===== src/hdl/button_gesture_classifier_top_assert.svh =====
// assertion macros shared by the button gesture classifier modules
`ifndef BUTTON_GESTURE_CLASSIFIER_TOP_ASSERT_SVH
`define BUTTON_GESTURE_CLASSIFIER_TOP_ASSERT_SVH

// same-cycle implication, checked outside reset
`define BGC_ASSERT_IMP(lbl, clk, rst_n, ante, cons) \
    lbl: assert property (@(posedge clk) disable iff (!(rst_n)) (ante) |-> (cons)) \
        else $error("bgc check failed");

// next-cycle implication, checked outside reset
`define BGC_ASSERT_NXT(lbl, clk, rst_n, ante, cons) \
    lbl: assert property (@(posedge clk) disable iff (!(rst_n)) (ante) |=> (cons)) \
        else $error("bgc check failed");

`endif


===== src/hdl/bgc_pkg.sv =====
// types and constants of the button gesture classifier
package bgc_pkg;

    localparam int unsigned TIME_W   = 32;
    localparam int unsigned CFG_W    = 16;
    localparam int unsigned IDX_W    = 8;
    localparam int unsigned CLICK_W  = 2;

    localparam logic [CLICK_W-1:0] CLICK_MAX = 2'd3;

    // register indices of the configuration port
    localparam logic [IDX_W-1:0] REG_DEBOUNCE   = 8'd0;
    localparam logic [IDX_W-1:0] REG_LONG_PRESS = 8'd1;
    localparam logic [IDX_W-1:0] REG_GAP_ONE    = 8'd2;
    localparam logic [IDX_W-1:0] REG_GAP_MORE   = 8'd3;

    // reset values of the configuration registers
    localparam logic [CFG_W-1:0] RST_DEBOUNCE   = 16'd30;
    localparam logic [CFG_W-1:0] RST_LONG_PRESS = 16'd600;
    localparam logic [CFG_W-1:0] RST_GAP_ONE    = 16'd250;
    localparam logic [CFG_W-1:0] RST_GAP_MORE   = 16'd250;

    // pin level codes, low means pressed
    localparam logic LEVEL_PRESSED  = 1'b0;
    localparam logic LEVEL_RELEASED = 1'b1;

    typedef enum logic [2:0] {
        G_NONE   = 3'd0,
        G_SINGLE = 3'd1,
        G_DOUBLE = 3'd2,
        G_TRIPLE = 3'd3,
        G_LONG   = 3'd4
    } t_gesture;

    typedef struct packed {
        logic [CFG_W-1:0] debounce_time;
        logic [CFG_W-1:0] long_press_time;
        logic [CFG_W-1:0] gap_after_one;
        logic [CFG_W-1:0] gap_after_more;
    } t_cfg;

endpackage


===== src/hdl/bgc_cfg_regs.sv =====
// configuration register file of the button gesture classifier
module bgc_cfg_regs (
    input  logic                       i_clk,
    input  logic                       i_rst_n,
    input  logic                       i_cfg_valid,
    input  logic [bgc_pkg::IDX_W-1:0]  i_cfg_index,
    input  logic [bgc_pkg::CFG_W-1:0]  i_cfg_data,
    output logic                       o_cfg_ready,
    output bgc_pkg::t_cfg              o_cfg
);
    import bgc_pkg::*;

    t_cfg r_cfg;

    // writes are always taken
    assign o_cfg_ready = 1'b1;
    assign o_cfg       = r_cfg;

    // register write, unknown indices ignored
    always_ff @(posedge i_clk) begin
        if (!i_rst_n) begin
            r_cfg.debounce_time   <= RST_DEBOUNCE;
            r_cfg.long_press_time <= RST_LONG_PRESS;
            r_cfg.gap_after_one   <= RST_GAP_ONE;
            r_cfg.gap_after_more  <= RST_GAP_MORE;
        end else if (i_cfg_valid) begin
            case (i_cfg_index)
                REG_DEBOUNCE:   r_cfg.debounce_time   <= i_cfg_data;
                REG_LONG_PRESS: r_cfg.long_press_time <= i_cfg_data;
                REG_GAP_ONE:    r_cfg.gap_after_one   <= i_cfg_data;
                REG_GAP_MORE:   r_cfg.gap_after_more  <= i_cfg_data;
                default: ;
            endcase
        end
    end

endmodule


===== src/hdl/bgc_classifier.sv =====
// debounce, click counting and long press state with its one-poll update
module bgc_classifier (
    input  logic                        i_clk,
    input  logic                        i_rst_n,
    input  logic                        i_en,
    input  logic                        i_level,
    input  logic [bgc_pkg::TIME_W-1:0]  i_now,
    input  bgc_pkg::t_cfg               i_cfg,
    output bgc_pkg::t_gesture           o_gesture
);
    import bgc_pkg::*;

    `include "button_gesture_classifier_top_assert.svh"

    logic               r_stable_level;
    logic [TIME_W-1:0]  r_change_time;
    logic               r_is_held;
    logic [TIME_W-1:0]  r_hold_start;
    logic               r_long_done;
    logic [CLICK_W-1:0] r_click_total;

    logic               n_stable_level;
    logic [TIME_W-1:0]  n_change_time;
    logic               n_is_held;
    logic [TIME_W-1:0]  n_hold_start;
    logic               n_long_done;
    logic [CLICK_W-1:0] n_click_total;
    t_gesture           n_gesture;

    logic [TIME_W-1:0]  since_change;
    logic [TIME_W-1:0]  since_hold;
    logic [TIME_W-1:0]  eff_change;
    logic [TIME_W-1:0]  eff_hold;
    logic [CFG_W-1:0]   gap;
    logic               take_edge;

    // elapsed times against the stored marks, wrapping
    assign since_change = i_now - r_change_time;
    assign since_hold   = i_now - r_hold_start;
    assign take_edge    = (i_level != r_stable_level) &&
                          (since_change >= {{(TIME_W-CFG_W){1'b0}}, i_cfg.debounce_time});

    // one poll: debounce, then long press, then click decision
    always_comb begin
        n_stable_level = r_stable_level;
        n_change_time  = r_change_time;
        n_is_held      = r_is_held;
        n_hold_start   = r_hold_start;
        n_long_done    = r_long_done;
        n_click_total  = r_click_total;
        n_gesture      = G_NONE;
        eff_change     = since_change;
        eff_hold       = since_hold;

        if (take_edge) begin
            n_stable_level = i_level;
            n_change_time  = i_now;
            eff_change     = '0;
            if (i_level == LEVEL_PRESSED) begin
                n_is_held    = 1'b1;
                n_hold_start = i_now;
                n_long_done  = 1'b0;
                eff_hold     = '0;
            end else begin
                n_is_held = 1'b0;
                if (!r_long_done && (r_click_total != CLICK_MAX)) begin
                    n_click_total = r_click_total + 1'b1;
                end
            end
        end

        gap = (n_click_total == 2'd1) ? i_cfg.gap_after_one : i_cfg.gap_after_more;

        if (n_is_held && !n_long_done &&
            (eff_hold >= {{(TIME_W-CFG_W){1'b0}}, i_cfg.long_press_time})) begin
            n_long_done   = 1'b1;
            n_click_total = '0;
            n_gesture     = G_LONG;
        end else if (!n_is_held && (n_click_total != '0) &&
                     (eff_change >= {{(TIME_W-CFG_W){1'b0}}, gap})) begin
            case (n_click_total)
                2'd1:    n_gesture = G_SINGLE;
                2'd2:    n_gesture = G_DOUBLE;
                default: n_gesture = G_TRIPLE;
            endcase
            n_click_total = '0;
        end
    end

    assign o_gesture = n_gesture;

    // state update once per poll
    always_ff @(posedge i_clk) begin
        if (!i_rst_n) begin
            r_stable_level <= LEVEL_RELEASED;
            r_change_time  <= '0;
            r_is_held      <= 1'b0;
            r_hold_start   <= '0;
            r_long_done    <= 1'b0;
            r_click_total  <= '0;
        end else if (i_en) begin
            r_stable_level <= n_stable_level;
            r_change_time  <= n_change_time;
            r_is_held      <= n_is_held;
            r_hold_start   <= n_hold_start;
            r_long_done    <= n_long_done;
            r_click_total  <= n_click_total;
        end
    end

    `BGC_ASSERT_IMP(a_held_matches_level, i_clk, i_rst_n, 1'b1, r_is_held != r_stable_level)
    `BGC_ASSERT_NXT(a_long_marks_done, i_clk, i_rst_n, i_en && (n_gesture == G_LONG),
        r_long_done && r_is_held)
    `BGC_ASSERT_NXT(a_gesture_clears_clicks, i_clk, i_rst_n, i_en && (n_gesture != G_NONE),
        r_click_total == '0)

endmodule


===== src/hdl/button_gesture_classifier_top.sv =====
// top level of the button gesture classifier
// Classifies polls of a button into single, double, triple click and long press.
// Poll channel (i_s_*): one transaction per poll, tdata holds the raw pin level
// (low means pressed) and a free-running millisecond timestamp.
// Result channel (o_m_*): exactly one transaction per poll, in order, carrying the
// gesture code (0 none, 1 single, 2 double, 3 triple, 4 long press).
// Configuration channel (i_cfg_*): register index and 16-bit value, always ready;
// write only while no poll is in flight.
// Data path: the poll is held in the input register, then its result in the
// result register; the classifier update sits between the two.
// Throughput: one poll per cycle while the receiver takes results.
// When the receiver stalls, the result register holds its item and the input
// register takes one more poll only if it is empty; further polls wait on o_s_tready.
// Reset clears the valid flags of both pipeline registers, loads default timings
// and treats the button as released at time 0.
module button_gesture_classifier_top (
    input  logic        i_clk,
    input  logic        i_rst_n,
    input  logic        i_s_tvalid,
    output logic        o_s_tready,
    input  logic [39:0] i_s_tdata,   // [0] raw_level, [32:1] now_ms, [39:33] zero
    output logic        o_m_tvalid,
    input  logic        i_m_tready,
    output logic [7:0]  o_m_tdata,   // [2:0] gesture, [7:3] zero
    input  logic        i_cfg_valid,
    output logic        o_cfg_ready,
    input  logic [7:0]  i_cfg_index,
    input  logic [15:0] i_cfg_data
);
    import bgc_pkg::*;

    `include "button_gesture_classifier_top_assert.svh"

    t_cfg              cfg;
    t_gesture          gesture;
    logic              advance;
    logic              step_en;

    logic              r_in_valid;
    logic              r_in_level;
    logic [TIME_W-1:0] r_in_now;
    logic              r_out_valid;
    t_gesture          r_out_gesture;

    bgc_cfg_regs u_cfg (
        .i_clk       (i_clk),
        .i_rst_n     (i_rst_n),
        .i_cfg_valid (i_cfg_valid),
        .i_cfg_index (i_cfg_index),
        .i_cfg_data  (i_cfg_data),
        .o_cfg_ready (o_cfg_ready),
        .o_cfg       (cfg)
    );

    // pipeline moves when the result register is free or being drained
    assign advance    = !r_out_valid || i_m_tready;
    assign step_en    = advance && r_in_valid;
    assign o_s_tready = !r_in_valid || advance;

    bgc_classifier u_cls (
        .i_clk     (i_clk),
        .i_rst_n   (i_rst_n),
        .i_en      (step_en),
        .i_level   (r_in_level),
        .i_now     (r_in_now),
        .i_cfg     (cfg),
        .o_gesture (gesture)
    );

    // input register
    always_ff @(posedge i_clk) begin
        if (!i_rst_n) begin
            r_in_valid <= 1'b0;
        end else if (o_s_tready) begin
            r_in_valid <= i_s_tvalid;
        end
    end

    always_ff @(posedge i_clk) begin
        if (o_s_tready && i_s_tvalid) begin
            r_in_level <= i_s_tdata[0];
            r_in_now   <= i_s_tdata[TIME_W:1];
        end
    end

    // result register
    always_ff @(posedge i_clk) begin
        if (!i_rst_n) begin
            r_out_valid <= 1'b0;
        end else if (advance) begin
            r_out_valid <= r_in_valid;
        end
    end

    always_ff @(posedge i_clk) begin
        if (step_en) begin
            r_out_gesture <= gesture;
        end
    end

    assign o_m_tvalid = r_out_valid;
    assign o_m_tdata  = {5'd0, r_out_gesture};

    `BGC_ASSERT_IMP(a_full_blocks_input, i_clk, i_rst_n,
        r_in_valid && r_out_valid && !i_m_tready, !o_s_tready)
    `BGC_ASSERT_NXT(a_step_fills_output, i_clk, i_rst_n, step_en, r_out_valid)
    `BGC_ASSERT_NXT(a_stalled_result_holds, i_clk, i_rst_n, o_m_tvalid && !i_m_tready,
        o_m_tvalid && $stable(o_m_tdata))

endmodule

===== config.mk =====
export PLATFORM = sky130hd
export DESIGN_NAME = button_gesture_classifier_top
export DESIGN_NICKNAME = d
export VERILOG_FILES = /design/src/hdl/bgc_pkg.sv /design/src/hdl/bgc_cfg_regs.sv /design/src/hdl/bgc_classifier.sv /design/src/hdl/button_gesture_classifier_top.sv
export VERILOG_INCLUDE_DIRS = /design/src /design/src/hdl
export SDC_FILE = /design/constraint.sdc
export NUM_CORES = 1
export LEC_CHECK = 0
export ABC_AREA = 1
export BUFFER_PORTS_ARGS = -buffer_cell sky130_fd_sc_hd__buf_2
export CORE_MARGIN = 3
export CORE_UTILIZATION = 50
export DETAILED_ROUTE_END_ITERATION = 12
export GPL_ROUTABILITY_DRIVEN = 0
export PLACE_DENSITY_LB_ADDON = 0.08
export SYNTH_ARGS = -nofsm -noshare
export SYNTH_HDL_FRONTEND = slang
export SYNTH_HIERARCHICAL = 1
export SYNTH_SLANG_ARGS = --single-unit

===== constraint.sdc =====
create_clock -name i_clk -period 5 [get_ports i_clk]
set_input_delay 1.25 -clock i_clk [delete_from_list [all_inputs] [get_ports i_clk]]
set_output_delay 1.25 -clock i_clk [all_outputs]
set_load 0.05 [all_outputs]

# After elaboration in Yosys (flattened, before gate mapping)
# Index checks and enable logic that the tools add are counted.
[classes]
addsub = 3
n_lt_le_gt_ge = 3
n_eq_ne = 7
n_mux = 16
bitwise = 2
n_reduce_logical = 24
[op_table]
columns = ["cell", "count"]
rows = [
  ["32-bit by 16-bit greater-or-equal comparator with 1-bit output", 3],
  ["32-bit 2-to-1 mux", 3],
  ["32-bit subtractor", 2],
  ["8-bit by 2-bit equality test with 1-bit output (second input constant)", 2],
  ["16-bit 2-to-1 mux", 1],
  ["2-bit 2-to-1 mux", 5],
  ["2-bit AND reduction", 5],
  ["8-bit by 1-bit equality test with 1-bit output (second input constant)", 1],
  ["1-bit logical AND", 8],
  ["8-bit logical NOT", 1],
  ["1-bit logical NOT", 5],
  ["1-bit 2-to-1 mux", 5],
  ["2-bit case mux with 2 select lines", 1],
  ["3-bit 2-to-1 mux", 1],
  ["3-bit AND reduction", 1],
  ["2-bit by 1-bit adder with 2-bit output (second input constant)", 1],
  ["2-bit by 1-bit equality test with 1-bit output (second input constant)", 1],
  ["2-bit equality test (second input constant)", 1],
  ["1-bit logical OR", 2],
  ["2-bit inequality test (second input constant)", 1],
  ["1-bit inverter", 2],
  ["2-bit nonzero test", 1],
  ["2-bit OR reduction", 1],
  ["1-bit inequality test", 1],
]
[totals]
ff_bits = 171
output_inout_bits = 11
wordCells = 71

# Longest topological paths before layout
[logic_depth]
word_depth = 11
depth_mapped = 39

# Hierarchy
# Netlist, hierarchy kept.
[by_module_without_submodules]
columns = ["mod", "n_inst", "cells_per_inst", "area_each_um2", "seq_area_each_um2"]
rows = [
  ["bgc_classifier", 1, 1615, 9012.4, 1381.3],
  ["bgc_cfg_regs", 1, 363, 2655.0, 1281.2],
  ["button_gesture_classifier_top", 1, 55, 1217.4, 1121.1],
]

# Worst setup path after synthesis
# No wires, ideal clock.
[synth_timing]
path_type = "register to register"
from = "reg r_in_now[0]"
to = "reg r_out_gesture[0] (data pin)"
setup_ns = 0.259
t_arrival_ns = 4.164
slack_ns = 0.577
path_stages_with_launch = 36
cell_sequence = "edfxtp_1 > inv_1 > ha_1 > fa_1 > inv_1 > nand2_1 > nand2_1 > nand3_1 > nand2_1 > xnor2_1 > inv_1 > ha_1 > a21oi_1 > nor3_1 > a211oi_1 > a21oi_1 > nor2_1 > nand3_4 > nand2_2 > nand2_1 > nand2_1 > nand2_2 > buf_4 > nand2_1 > o21ai_1 > ha_1 > a21oi_1 > nor2_1 > a211oi_1 > o21ai_0 > a21oi_1 > o21ai_0 > nand2_1 > nand4_1 > nand3_1 > a21oi_1"
[synth_between]
elab_chain_cells = 10
word_cells_on_any_way = 25
classes_between = "add/sub: 2; order compare: 3; eq/ne: 2; mux: 8; bitwise: 1; reduce/logical: 9"
[synth_rtl]
columns = ["element", "line", "rtl"]
rows = [
  ["start, declared", "button_gesture_classifier_top.sv:41", "logic [TIME_W-1:0] r_in_now;"],
  ["start signal, assigned", "button_gesture_classifier_top.sv:82", "r_in_now <= i_s_tdata[TIME_W:1];"],
  ["32-bit subtractor", "bgc_classifier.sv:38", "assign since_change = i_now - r_change_time;"],
  ["32-bit by 16-bit greater-or-equal comparator with 1-bit output", "bgc_classifier.sv:41", "(since_change >= {{(TIME_W-CFG_W){1'b0}}, i_cfg.debounce_time});"],
  ["1-bit logical AND", "bgc_classifier.sv:40", "assign take_edge = (i_level != r_stable_level) &&"],
  ["2-bit 2-to-1 mux", "bgc_classifier.sv:55", "if (take_edge) begin"],
  ["2-bit by 1-bit equality test with 1-bit output", "bgc_classifier.sv:72, bgc_classifier.sv:81", ""],
  ["16-bit 2-to-1 mux", "bgc_classifier.sv:72", "gap = (n_click_total == 2'd1) ? i_cfg.gap_after_one : i_cfg.gap_after_more;"],
  ["32-bit by 16-bit greater-or-equal comparator with 1-bit output", "bgc_classifier.sv:80", "(eff_change >= {{(TIME_W-CFG_W){1'b0}}, gap})) begin"],
  ["1-bit logical AND", "bgc_classifier.sv:79", "end else if (!n_is_held && (n_click_total != '0) &&"],
  ["1-bit inverter (no line)", "-", ""],
  ["2-bit OR reduction (no line)", "-", ""],
  ["end signal, assigned", "button_gesture_classifier_top.sv:97", "r_out_gesture <= gesture;"],
  ["end, declared", "button_gesture_classifier_top.sv:43", "t_gesture r_out_gesture;"],
]
# Parallel ways exist; a longest one is shown, timed or not.
# A chain may end at the register's enable or synchronous reset.

# Final worst setup path
[layout_timing]
from = "reg r_in_now[2]"
to = "reg r_out_gesture[1] (data pin)"
# The elaborated chain is that of the path after synthesis.

==> metrics.yaml <==
logic_synthesis:
  netlist_area_um2: 12900
  yosysWarnings: 6
  netlist_instances: 2033
  synth-seq-cells: 171
  syn_avg_cell_area_um2: 6.34
  ys_types: 40
  ys_seq_area_share_pct: 29.4
floorplanning:
  die-area_um2: 27700
  ios: 80
  coreArea_um2: 25300
  die_x_um: 167
  die_h_um: 167
  initial_utilization_pct: 51.0
  fp-row-count: 58
power_and_ir_drop:
  pwr-share-comb_pct: 33.4
  p_clk_share_pct: 32.2
  power_leakage_uw: 0.00796
  ir_drop_v: 0.000200
  power_frac_seq_pct: 34.5
  total_power_uw: 4330
  internal_power_uw: 2770
  power_density_nw_per_um2: 278
  p_sw_share_pct: 35.9
  power.switching_uw: 1560
timing:
  rsz0062_at_grt: "true"
  min_period_ps: 5130
  tightestPinTransition_ps: 1020
  fin_ws_ps: -125
  fin_crit_sh_pct: 103
  finalSetupViolCount: 4
  relSlewSlack_pct: 31.8
  clock.fmax_ghz: 0.195
  hold_violations: 0
  finalSetupTns_ps: -440
  skew_ps: 14.3
  drv_slew: 0
clock_network:
  clk_pin_slew_ps: 80
  cts_buffer_depth: 2
  cts_made_buffers: 17
  cts.htree.levels: 4
  root_buffer: "clkbuf_16"
  cts.sinks: 171
  clk_latency_ps: 440
  tritoncts: "built"
grt:
  grt_pass1_vias: 11749
  grt-ovfl-total: 0
  grt_pass1_wl_mm: 58.2
  track_usage_pct: 25.5
  grt_max_degree: 92
  antenna_found_initial: 0
critical_path:
  cp_slowest_cell: "edfxtp_1"
  cp_max_fo: 6
  critPathKind: "flop to flop"
  critPathRequiredTime_ps: 5200
  setup.worst_path.start_class: "flop"
  crit_path_end_kind: "flop"
  worstPathArrival_ps: 5330
  crit_path_max_incr_delay_ps: 510
placed_design:
  port-buffer-count: 66
  preCtsSetupSlack_ps: -325
  hpwl_mm: 27.9
finish:
  syn2layout_area_growth_pct: 20.8
  diodes: 0
  nets: 2381
  drive_gt1_share_pct: 16.2
  fillers: 2452
job:
  drv_cap: 0
drt:
  drt-total-wl_mm: 36.6
  drtIter0Drc: 961
  antenna_left: 0
  drc: 0
  num_vias: 12862
  drt_pre_antenna_iters: 5
  wl_per_cell_um: 14.4
  via_per_inst: 5.06
status:
  violations: "negative setup slack"
  status: "finished, violations left"
min_path:
  min_path_type: "flop to flop"
[through the flow]
stage / instances / utilization [%] / hold slack [ps] / instance area [µm²]
after floorplan: 2037 / - / 429 / 12900
after global placement: 2497 / 56.3 / 438 / 14200
after detailed placement: 2497 / 56.3 / 443 / 14200
after CTS: 2536 / 60.1 / 462 / 15200
after global routing: 2542 / 61.6 / 481 / 15600
final: 2542 / 61.6 / 457 / 15600
[flip-flops by register name (all words and copies together) (netlist names), 2 cells and up]
signal,cells
u_cls/r_hold_start,32
r_in_now,32
r_out_gesture,3
u_cls/r_click_total,2
u_cls/r_change_time,32
u_cfg/o_cfg,64
[placed cells by master (no fill, tap or decap), types with 23 or more instances in the layout]
cell type / synthesis / routed
inv_1: 370 / 364
nand3_1: 154 / 140
ha_1: 111 / 96
buf_2: 16 / 65
nor2_1: 182 / 172
dfxtp_1: 135 / 135
o21ai_1: 41 / 37
a21oi_1: 178 / 166
buf_4: 15 / 133
o21ai_0: 47 / 42
nand2_1: 591 / 573
nand4_1: 23 / 23
edfxtp_1: 36 / 36
[worst paths after layout]
check | startpoint | endpoint | slack [ps] | cells after the start
hold reg to reg | u_cls/r_hold_start[18]$_SDFFE_PN0P_ | u_cls/r_hold_start[18]$_SDFFE_PN0P_ | 460 | 2
setup reg to reg | r_in_now[2]$_DFFE_PP_ | r_out_gesture[1]$_DFFE_PP_ | -130 | 35
hold / removal | u_cls/r_hold_start[18]$_SDFFE_PN0P_ | u_cls/r_hold_start[18]$_SDFFE_PN0P_ | 460 | 2
setup / recovery | r_in_now[2]$_DFFE_PP_ | r_out_gesture[1]$_DFFE_PP_ | -130 | 35
[Yosys cell counts, drive strengths merged]
master / count / area, µm²
nand2: 598 / 2270
and2: 9 / 56.3
xnor2: 19 / 166
a31oi: 1 / 6.26
nand4: 23 / 144
clkbuf: 11 / 41.3
ha: 111 / 1390
mux2i: 1 / 10.0
inv: 374 / 1410
nand3b: 5 / 37.5
a211oi: 3 / 22.5
fa: 2 / 40.0
xor2: 14 / 123
o21bai: 4 / 30.0
nand3: 156 / 798
conb: 2 / 7.51
edfxtp: 36 / 1080
dfxtp: 135 / 2700
a21o: 4 / 30.0
nor3: 15 / 75.1
a21boi: 1 / 7.51
a21oi: 179 / 900
buf: 50 / 347
o21a: 1 / 7.51
or2: 3 / 18.8
nor2: 188 / 726
o21ai: 88 / 440
[logic make-up after synthesis]
kind of cell             Yosys count  synth area share, %
flip-flops                       171                 29.4
buffers and inverters            435                 13.9
XOR/XNOR                          33                 2.24
AO/OA/AOI/OAI                    281                 11.2
AND/OR/NAND/NOR                  997                 32.0
other                              2               0.0583
adder cells (fa/ha/maj)          113                 11.1
multiplexers                       1               0.0777
[repair_timing]
action / 4_1_cts / 5_1_grt
setup endpoints to repair: 6 / 6
pin swaps: 27 / 56
buffers inserted: 6 / 6
cloned: 1 / 0
hold buffers: 0 / 0
gates resized for setup: 51 / 81
[per-layer routing]
layer	part of all wire, %	routed length [µm]	GRT usage [%]
met1	49	17700	36.6
met5	0	0	0
met2	45	16500	41.0
met4	1.3	461	5.27
met3	5.1	1870	4.06
[worst max-delay path: cells and delay by family, from the launching register on]
kind	cells	cell delay, ps
and+or+nand+nor	21	2260
DFF	1	510
xor gates and xnor gates	1	130
AOI/OAI and AO/OA	6	650
buffers and inverters	4	360
adders and majority gates	3	950
[final cells by class]
type	count	area, µm²	share of cell area (%)
multi-input cells	1432	7940	51.0
flip-flops and latches	171	3780	24.3
clock inverters	15	198	1.27
inverters	374	1410	9.09
repair buffers	203	1390	8.93
clock buffers	17	425	2.73
well taps	330	413	2.65
[power groups by stage]
stage | registers, µW | logic, µW | clock network, µW
floorplan | 1520 | 859 | 0
global placement | 1520 | 1270 | 0
detailed placement | 1520 | 1290 | 0
CTS | 1490 | 1350 | 1420
global route | 1500 | 1620 | 1480
finish | 1490 | 1440 | 1390
Note: power is estimated with default switching activity, not from simulation.
